File: src/rtl/core/ppd_pkg.sv
// Shared types, codes and constants of the PPM pulse train decoder.
// No dependencies; imported by every module of the block.
package ppd_pkg;

	localparam int NUM_CHANNELS_DEF = 8;

	localparam int TS_W   = 32;
	localparam int VAL_W  = 16;
	localparam int IDX_W  = 4;
	localparam int SEL_W  = 3;
	localparam int RSL_W  = 3;
	localparam int CFG_IDX_W  = 1;
	localparam int CFG_DATA_W = 16;

	localparam logic [VAL_W-1:0] SYNC_THR_RST   = 16'd3000;
	localparam logic [RSL_W-1:0] READY_SLOT_RST = 3'd3;
	localparam logic [VAL_W-1:0] CHAN_RST       = 16'd1500;
	localparam logic [VAL_W-1:0] THROTTLE_RST   = 16'd1000;
	localparam int               THROTTLE_SLOT  = 2;

	localparam logic [CFG_IDX_W-1:0] REG_SYNC_THR   = 1'd0;
	localparam logic [CFG_IDX_W-1:0] REG_READY_SLOT = 1'd1;

	typedef enum logic [1:0] {
		OP_EDGE = 2'd0,
		OP_READ = 2'd1,
		OP_POLL = 2'd2
	} op_t;

	typedef struct packed {
		logic             sync;
		logic             written;
		logic [IDX_W-1:0] idx;
		logic [VAL_W-1:0] val;
		logic             ready;
	} res_t;

	typedef struct packed {
		logic wr_en;
		logic rd_en;
	} mem_ctl_t;

	function automatic logic [VAL_W-1:0] chan_rst_val(input int unsigned idx);
		return (idx == THROTTLE_SLOT) ? THROTTLE_RST : CHAN_RST;
	endfunction

endpackage

File: src/rtl/core/ppd_chan_store.sv
// Channel width store: synchronous memory with a registered read.
// Per-entry valid bits give the reset widths; depends on ppd_pkg.
module ppd_chan_store import ppd_pkg::*; #(
	parameter int NUM_CHANNELS = NUM_CHANNELS_DEF,
	parameter int AW = $clog2(NUM_CHANNELS)
) (
	input  logic             clk,
	input  logic             arst_n,
	input  mem_ctl_t         ctl,
	input  logic [AW-1:0]    wr_addr,
	input  logic [VAL_W-1:0] wr_data,
	input  logic [AW-1:0]    rd_addr,
	output logic [VAL_W-1:0] rd_data
);

	logic [VAL_W-1:0]        mem [NUM_CHANNELS];
	logic [NUM_CHANNELS-1:0] vld_q;
	logic [VAL_W-1:0]        rdata_q;
	logic                    rvld_q;
	logic [AW-1:0]           raddr_q;

	always_ff @(posedge clk) begin
		if (ctl.wr_en) begin
			mem[wr_addr] <= wr_data;
		end
	end

	always_ff @(posedge clk) begin
		if (ctl.rd_en) begin
			rdata_q <= mem[rd_addr];
			rvld_q  <= vld_q[rd_addr];
			raddr_q <= rd_addr;
		end
	end

	always_ff @(posedge clk or negedge arst_n) begin
		if (!arst_n) begin
			vld_q <= '0;
		end else if (ctl.wr_en) begin
			vld_q[wr_addr] <= 1'b1;
		end
	end

	// unwritten entries read as their reset width
	assign rd_data = rvld_q ? rdata_q : chan_rst_val(int'(raddr_q));

endmodule

File: src/rtl/core/ppd_edge_ctl.sv
// Edge interval, slot counter and new-data flag for the PPM decoder.
// Builds the per-request result and store access; depends on ppd_pkg.
module ppd_edge_ctl import ppd_pkg::*; #(
	parameter int NUM_CHANNELS = NUM_CHANNELS_DEF,
	parameter int AW = $clog2(NUM_CHANNELS)
) (
	input  logic             clk,
	input  logic             arst_n,
	input  logic             accept,
	input  logic [1:0]       op,
	input  logic [TS_W-1:0]  timestamp_us,
	input  logic [SEL_W-1:0] channel_select,
	input  logic [VAL_W-1:0] sync_thr,
	input  logic [RSL_W-1:0] ready_slot,
	output res_t             res,
	output logic             rd_hit,
	output mem_ctl_t         ctl,
	output logic [AW-1:0]    wr_addr,
	output logic [VAL_W-1:0] wr_data,
	output logic [AW-1:0]    rd_addr
);

	localparam int CW    = $clog2(NUM_CHANNELS + 1);
	localparam int CMP_W = (CW > RSL_W) ? CW : RSL_W;
	localparam logic [CW-1:0] NC_C = CW'(NUM_CHANNELS);

	logic [TS_W-1:0] last_q;
	logic [CW-1:0]   cnt_q;
	logic            flag_q;

	logic [TS_W-1:0] width;
	logic            is_edge;
	logic            is_read;
	logic            is_poll;
	logic            sync;
	logic            in_rng;
	logic            written;
	logic            hit_rdy;

	always_comb begin
		is_edge = (op == OP_EDGE);
		is_read = (op == OP_READ);
		is_poll = (op == OP_POLL);
		width   = timestamp_us - last_q;
		sync    = width > TS_W'(sync_thr);
		in_rng  = cnt_q < NC_C;
		written = is_edge && !sync && in_rng;
		hit_rdy = is_edge && !sync && (CMP_W'(cnt_q) == CMP_W'(ready_slot));
		rd_hit  = is_read && (int'(channel_select) < NUM_CHANNELS);

		res         = '0;
		res.sync    = is_edge && sync;
		res.written = written;
		res.idx     = (is_edge && !sync) ? IDX_W'(cnt_q) : '0;
		res.val     = written ? width[VAL_W-1:0] : '0;
		res.ready   = is_poll && flag_q;

		ctl.wr_en = accept && written;
		ctl.rd_en = accept && rd_hit;
		wr_addr   = cnt_q[AW-1:0];
		wr_data   = width[VAL_W-1:0];
		rd_addr   = AW'(channel_select);
	end

	always_ff @(posedge clk or negedge arst_n) begin
		if (!arst_n) begin
			last_q <= '0;
			cnt_q  <= '0;
			flag_q <= 1'b0;
		end else if (accept) begin
			if (is_edge) begin
				last_q <= timestamp_us;
				if (sync) begin
					cnt_q <= '0;
				end else if (in_rng) begin
					cnt_q <= cnt_q + CW'(1);
				end
			end
			if (hit_rdy) begin
				flag_q <= 1'b1;
			end else if (is_poll) begin
				flag_q <= 1'b0;
			end
		end
	end

endmodule

File: src/rtl/core/ppm_pulse_train_decoder_top.sv
// PPM pulse train decoder, top level.
// Channels: request input (op, timestamp_us, channel_select) and result output,
// both valid/ready; a plain write port sets the sync threshold and ready slot.
// Every request gives exactly one result, in order.
// Op edge: interval since the last edge; above the threshold it marks sync and
// clears the slot counter, otherwise it is stored in the current slot if in range.
// Op read: returns one stored channel width. Op poll: returns and clears the
// new-data flag.
// A result is registered in stage one, then in the output register. Throughput:
// one request per cycle while the result is not stalled, set by the subtract,
// compare and store write in the edge stage and the store's one read port.
// Stage one holds the registered store read; stage two is the output register,
// so a request is still taken while a result waits, until both stages are full.
// Reset: threshold 3000, ready slot 3, counter, flag and edge time zero, all
// channels 1500 with throttle slot 2 at 1000; no clearing pass is needed.
// Receiver stall: the result holds unchanged; in_ready drops when both stages
// are occupied.
// Depends on ppd_pkg, ppd_edge_ctl and ppd_chan_store.
module ppm_pulse_train_decoder_top import ppd_pkg::*; #(
	parameter int NUM_CHANNELS = NUM_CHANNELS_DEF
) (
	input  logic                  clk,
	input  logic                  arst_n,
	input  logic                  cfg_we,
	input  logic [CFG_IDX_W-1:0]  cfg_index,
	input  logic [CFG_DATA_W-1:0] cfg_data,
	input  logic                  in_valid,
	output logic                  in_ready,
	input  logic [1:0]            op,
	input  logic [TS_W-1:0]       timestamp_us,
	input  logic [SEL_W-1:0]      channel_select,
	output logic                  out_valid,
	input  logic                  out_ready,
	output logic                  sync_detected,
	output logic                  slot_written,
	output logic [IDX_W-1:0]      slot_index,
	output logic [VAL_W-1:0]      channel_value,
	output logic                  frame_ready
);

	localparam int AW = $clog2(NUM_CHANNELS);

	logic [VAL_W-1:0] thr_q;
	logic [RSL_W-1:0] rsl_q;

	logic             acc;
	logic             adv;
	res_t             res;
	logic             rd_hit;
	mem_ctl_t         ctl;
	logic [AW-1:0]    wr_addr;
	logic [VAL_W-1:0] wr_data;
	logic [AW-1:0]    rd_addr;
	logic [VAL_W-1:0] rd_data;

	logic             v_s1;
	res_t             res_s1;
	logic             hit_s1;
	res_t             res_mux;
	logic             v_s2;
	res_t             res_s2;

	always_ff @(posedge clk or negedge arst_n) begin
		if (!arst_n) begin
			thr_q <= SYNC_THR_RST;
			rsl_q <= READY_SLOT_RST;
		end else if (cfg_we) begin
			unique case (cfg_index)
				REG_SYNC_THR:   thr_q <= cfg_data;
				REG_READY_SLOT: rsl_q <= cfg_data[RSL_W-1:0];
				default: ;
			endcase
		end
	end

	assign adv      = v_s1 && (!v_s2 || out_ready);
	assign in_ready = !v_s1 || adv;
	assign acc      = in_valid && in_ready;

	ppd_edge_ctl #(
		.NUM_CHANNELS(NUM_CHANNELS),
		.AW(AW)
	) u_edge (
		.clk(clk),
		.arst_n(arst_n),
		.accept(acc),
		.op(op),
		.timestamp_us(timestamp_us),
		.channel_select(channel_select),
		.sync_thr(thr_q),
		.ready_slot(rsl_q),
		.res(res),
		.rd_hit(rd_hit),
		.ctl(ctl),
		.wr_addr(wr_addr),
		.wr_data(wr_data),
		.rd_addr(rd_addr)
	);

	ppd_chan_store #(
		.NUM_CHANNELS(NUM_CHANNELS),
		.AW(AW)
	) u_store (
		.clk(clk),
		.arst_n(arst_n),
		.ctl(ctl),
		.wr_addr(wr_addr),
		.wr_data(wr_data),
		.rd_addr(rd_addr),
		.rd_data(rd_data)
	);

	always_ff @(posedge clk or negedge arst_n) begin
		if (!arst_n) begin
			v_s1 <= 1'b0;
			v_s2 <= 1'b0;
		end else begin
			if (acc) begin
				v_s1 <= 1'b1;
			end else if (adv) begin
				v_s1 <= 1'b0;
			end
			if (adv) begin
				v_s2 <= 1'b1;
			end else if (out_ready) begin
				v_s2 <= 1'b0;
			end
		end
	end

	always_comb begin
		res_mux = res_s1;
		if (hit_s1) begin
			res_mux.val = rd_data;
		end
	end

	always_ff @(posedge clk) begin
		if (acc) begin
			res_s1 <= res;
			hit_s1 <= rd_hit;
		end
		if (adv) begin
			res_s2 <= res_mux;
		end
	end

	assign out_valid     = v_s2;
	assign sync_detected = res_s2.sync;
	assign slot_written  = res_s2.written;
	assign slot_index    = res_s2.idx;
	assign channel_value = res_s2.val;
	assign frame_ready   = res_s2.ready;

endmodule

File: config.mk
export PLATFORM = sky130hd
export DESIGN_NAME = ppm_pulse_train_decoder_top
export DESIGN_NICKNAME = d
export VERILOG_FILES = /design/src/rtl/core/ppd_pkg.sv /design/src/rtl/core/ppd_chan_store.sv /design/src/rtl/core/ppd_edge_ctl.sv /design/src/rtl/core/ppm_pulse_train_decoder_top.sv
export SDC_FILE = /design/constraint.sdc
export NUM_CORES = 1
export LEC_CHECK = 0
export BUFFER_PORTS_ARGS = -buffer_cell sky130_fd_sc_hd__buf_2
export CORE_AREA = 2 2 159 145
export DETAILED_ROUTE_END_ITERATION = 8
export DIE_AREA = 0 0 161 147
export GPL_TIMING_DRIVEN = 0
export PLACE_DENSITY = 0.78
export RECOVER_POWER = 100
export SKIP_LAST_GASP = 1
export SYNTH_ARGS = -nofsm -noshare
export SYNTH_HDL_FRONTEND = slang
export SYNTH_HIERARCHICAL = 1
export SYNTH_SLANG_ARGS = --single-unit
File: constraint.sdc
create_clock -name clk -period 10.5 [get_ports clk]
set_input_delay 1.575 -clock clk [delete_from_list [all_inputs] [get_ports clk]]
set_output_delay 1.575 -clock clk [all_outputs]
set_load 0.05 [all_outputs]
==> impl_results.md <==
- Most frequent cells in the layout: edfxtp_1, inv_1, clkbuf_1
- RSZ-0062 raised after global routing: no
- Die Y: 147 µm
- DR vias/cell: just over 6
- Crit path launch type: input port
- Distinct cells, synth: slightly below 80
- Die width: 161 µm
- CTS Sinks: between 200 and 300
- Max incr delay on CP: 1.63 ns
- Layout area overhead: 12.4%
- Placed cells: 1354
- Worst Path Buf+Inv: 3
- Final WL: 29.7 mm
- Worst Max-Slew Pin Slew: 3.61 ns
- RD Place Congestion: 0.922
- Clock Skew: between 0.01 and 0.015 ns
- Post-layout instance area: about 15000 µm²
- CP required: 10.74 ns
- Setup CP Type: in2reg
- Residual antenna-violating net count after detailed routing: 0
- Initial antenna violation count: 0
- Max capacitance violation total: 5
- Synth Register Bits: 261
- Port buffer count: 80
- Synth warn: 6
- Placement Cell Area: 14000 µm²
- Syn nets: 1075
- Htree depth: 1
- Syn Area/Cell: 13.5 µm²
- Global-route wire length before repair: 45.5 mm
- Std cell rows: 52
- Fmax: between 100 and 150 MHz
- Post-CTS sizing: 0
- Max VDD drop: 0.174 mV
- Cts hold-fix bufs: 0
- Root Buffer: clkbuf_16
- GRT overflow: 0
- Core area: 22100 µm²
- Largest net degree at the start of global routing: between 60 and 70
- Main flop type after synthesis: edfxtp_1
- # fillers: 1642
- Tcrit/Tclk final: between 80 and 90%
- Die area: 23700 µm²
- CP endpoint kind: flop
- Tmin final: ~9.0 ns
- IO Count: between 80 and 90
- DRT Pass-1 Iters: 5
- Average wire per standard cell: 21.1 µm
- Cells after synthesis: 967
- Via count: between 8000 and 9000
- Clock tree buffer depth: 3
- Final hold vios: 0
- Post-synth EDFFs: 195
- CTS tree: yes
- Diode count: 0
- Initial core utilization: 58.8%
- Most common cell after layout, fill and taps aside: edfxtp_1
- Async SR Flop Fraction: 25.3%
- Leakage Power: 5.63 nW
- Gr usage total: 25.2%
- NumNets Final: roughly 1200
- # DRC: 0
- Top delay family on crit path: simple AND/OR/NAND/NOR gates
- TritonCTS buffer count: 28
- Worst endpoint data arrival time: 9.23 ns
- Rel. slew slack: -141%
- Slowest cell on crit path: nor3b_1
- Failing checks: capacitance limit, slew limit
- Mapped cell area: 13000 µm²
- Final setup viols: 0
- Postcts setup bufs: 0
- Power density cells: 206 nW/µm²
- CP Max Fanout: 9
- Initial DRC count: 869
- Final HPWL DP: around 21 mm
- Share of cells above drive strength 1: 17.2%
- Slew Viols, Final: 134
- Seq/Total Area, Yosys: 57.8%
- Status: finished with violations
- Number of global-route vias before repair: 8198
- Worst-path clk slew: 0.06 ns
- Crit path cell chain: clkbuf_1 -> ha_1 -> a21o_1 -> a31o_1 -> o211a_1 -> o31ai_1 -> nand2b_1 -> xnor2_1 -> inv_1 -> ha_1 -> nand4_1 -> nor4_1 -> nor3_1 -> a211o_1 -> nor2_1 -> and4bb_1 -> nand4_1 -> nor4_1 -> nor3b_1 -> buf_8
- Clk_lat worst skew: 0.53 ns
- Hold WC Path Type: reg2reg
- Layout Cells excl Fill: ~1400
-- report_power, final --
part | switching, mW | internal, mW | total (mW) | leakage, nW
Clock | 0.393 | 0.648 | 1.04 | 0.480
Combinational | 0.479 | 0.227 | 0.706 | 2.55
Sequential | 0.0192 | 1.24 | 1.26 | 2.60
-- logic make-up after synthesis --
family | count (synthesis) | synth area share, %
flip-flops | 261 | 57.8
AND/OR/NAND/NOR | 231 | 10.5
AO/OA/AOI/OAI | 185 | 9.36
buffers and inverters | 132 | 4.66
multiplexers | 89 | 11.6
adder cells (fa/ha/maj) | 49 | 4.77
XOR/XNOR | 20 | 1.35
-- final cells by class --
class	instances	area, µm²	share of cell area [%]
buffer	50	245	1.68
clock buffer	37	786	5.37
clock inverter	15	205	1.40
inverter	82	308	2.10
multi-input combinational	574	4750	32.5
sequential	261	7520	51.4
tap	297	372	2.54
timing repair buffer	90	440	3.01
-- registers in the layout (all words and copies together) (netlist names), 3 cells and up --
name             cells
channel_value       16
res_mux              7
res_s1              16
rsl_q                3
slot_index           4
thr_q               16
u_edge/cnt_q         4
u_edge/last_q       32
u_store/mem        128
u_store/raddr_q      3
u_store/rdata_q     16
u_store/vld_q        8
-- metrics by stage --
stage | power (mW) | hold slack (ns) | TNS, ns | utilization (%) | setup slack (ns)
after CTS | 3.03 | 0.420 | 0 | 67.6 | 2.14
after floorplan | 1.78 | 0.400 | 0 | - | 2.57
after detailed placement | 1.99 | 0.406 | 0 | 63.1 | 1.66
after global placement | 1.97 | 0.404 | -6.80 | 62.3 | -0.282
after global routing | 3.14 | 0.423 | 0 | 66.1 | 1.17
final | 3.01 | 0.418 | 0 | 66.1 | 1.50
-- routing by layer --
layer / GRT usage, % / vias to the layer above / wire length [µm]
li1: - / 3891 / -
met1: 37.5 / 4198 / 13100
met2: 40.1 / 361 / 14000
met3: 3.73 / 33 / 2170
met4: 5.49 / 0 / 498
met5: 0 / - / 0
-- synthesized netlist by cell type, types with 9 or more instances --
| cell | n | area [µm²] |
|---|---|---|
| edfxtp_1 | 195 | 5860 |
| inv_1 | 82 | 308 |
| nand2_1 | 73 | 274 |
| dfrtp_1 | 57 | 1430 |
| o21ai_0 | 51 | 255 |
| ha_1 | 48 | 601 |
| a21oi_1 | 44 | 220 |
| mux2_2 | 43 | 484 |
| clkbuf_1 | 24 | 90.1 |
| mux4_1 | 23 | 604 |
| nor2_1 | 23 | 86.3 |
| nor4_2 | 19 | 238 |
| nand4_1 | 16 | 100 |
| nor3_1 | 14 | 70.1 |
| a21o_1 | 13 | 97.6 |
| and2_1 | 13 | 81.3 |
| mux4_2 | 11 | 248 |
| nand2b_1 | 11 | 68.8 |
| mux2_4 | 10 | 150 |
| xnor2_1 | 10 | 87.6 |
| xor2_1 | 10 | 87.6 |
| buf_2 | 9 | 45.0 |
| dfstp_2 | 9 | 236 |
| nand3_1 | 9 | 45.0 |
-- worst paths after layout --
check / cells past startpoint / from / end / slack [ns]
max: 20 / timestamp_us[4] / u_store/mem[6][8] / 1.50
min: 0 / res_mux[19] / slot_index[2] / 0.42
max reg2reg: 20 / u_edge/last_q[4] / u_store/mem[6][8] / 2.30
min reg2reg: 0 / res_mux[19] / slot_index[2] / 0.42
max in group asynchronous: 1 / arst_n / u_edge/last_q[13] / 6.18
min in group asynchronous: 1 / arst_n / out_valid / 2.27
Power figures use the tool's default switching activity.
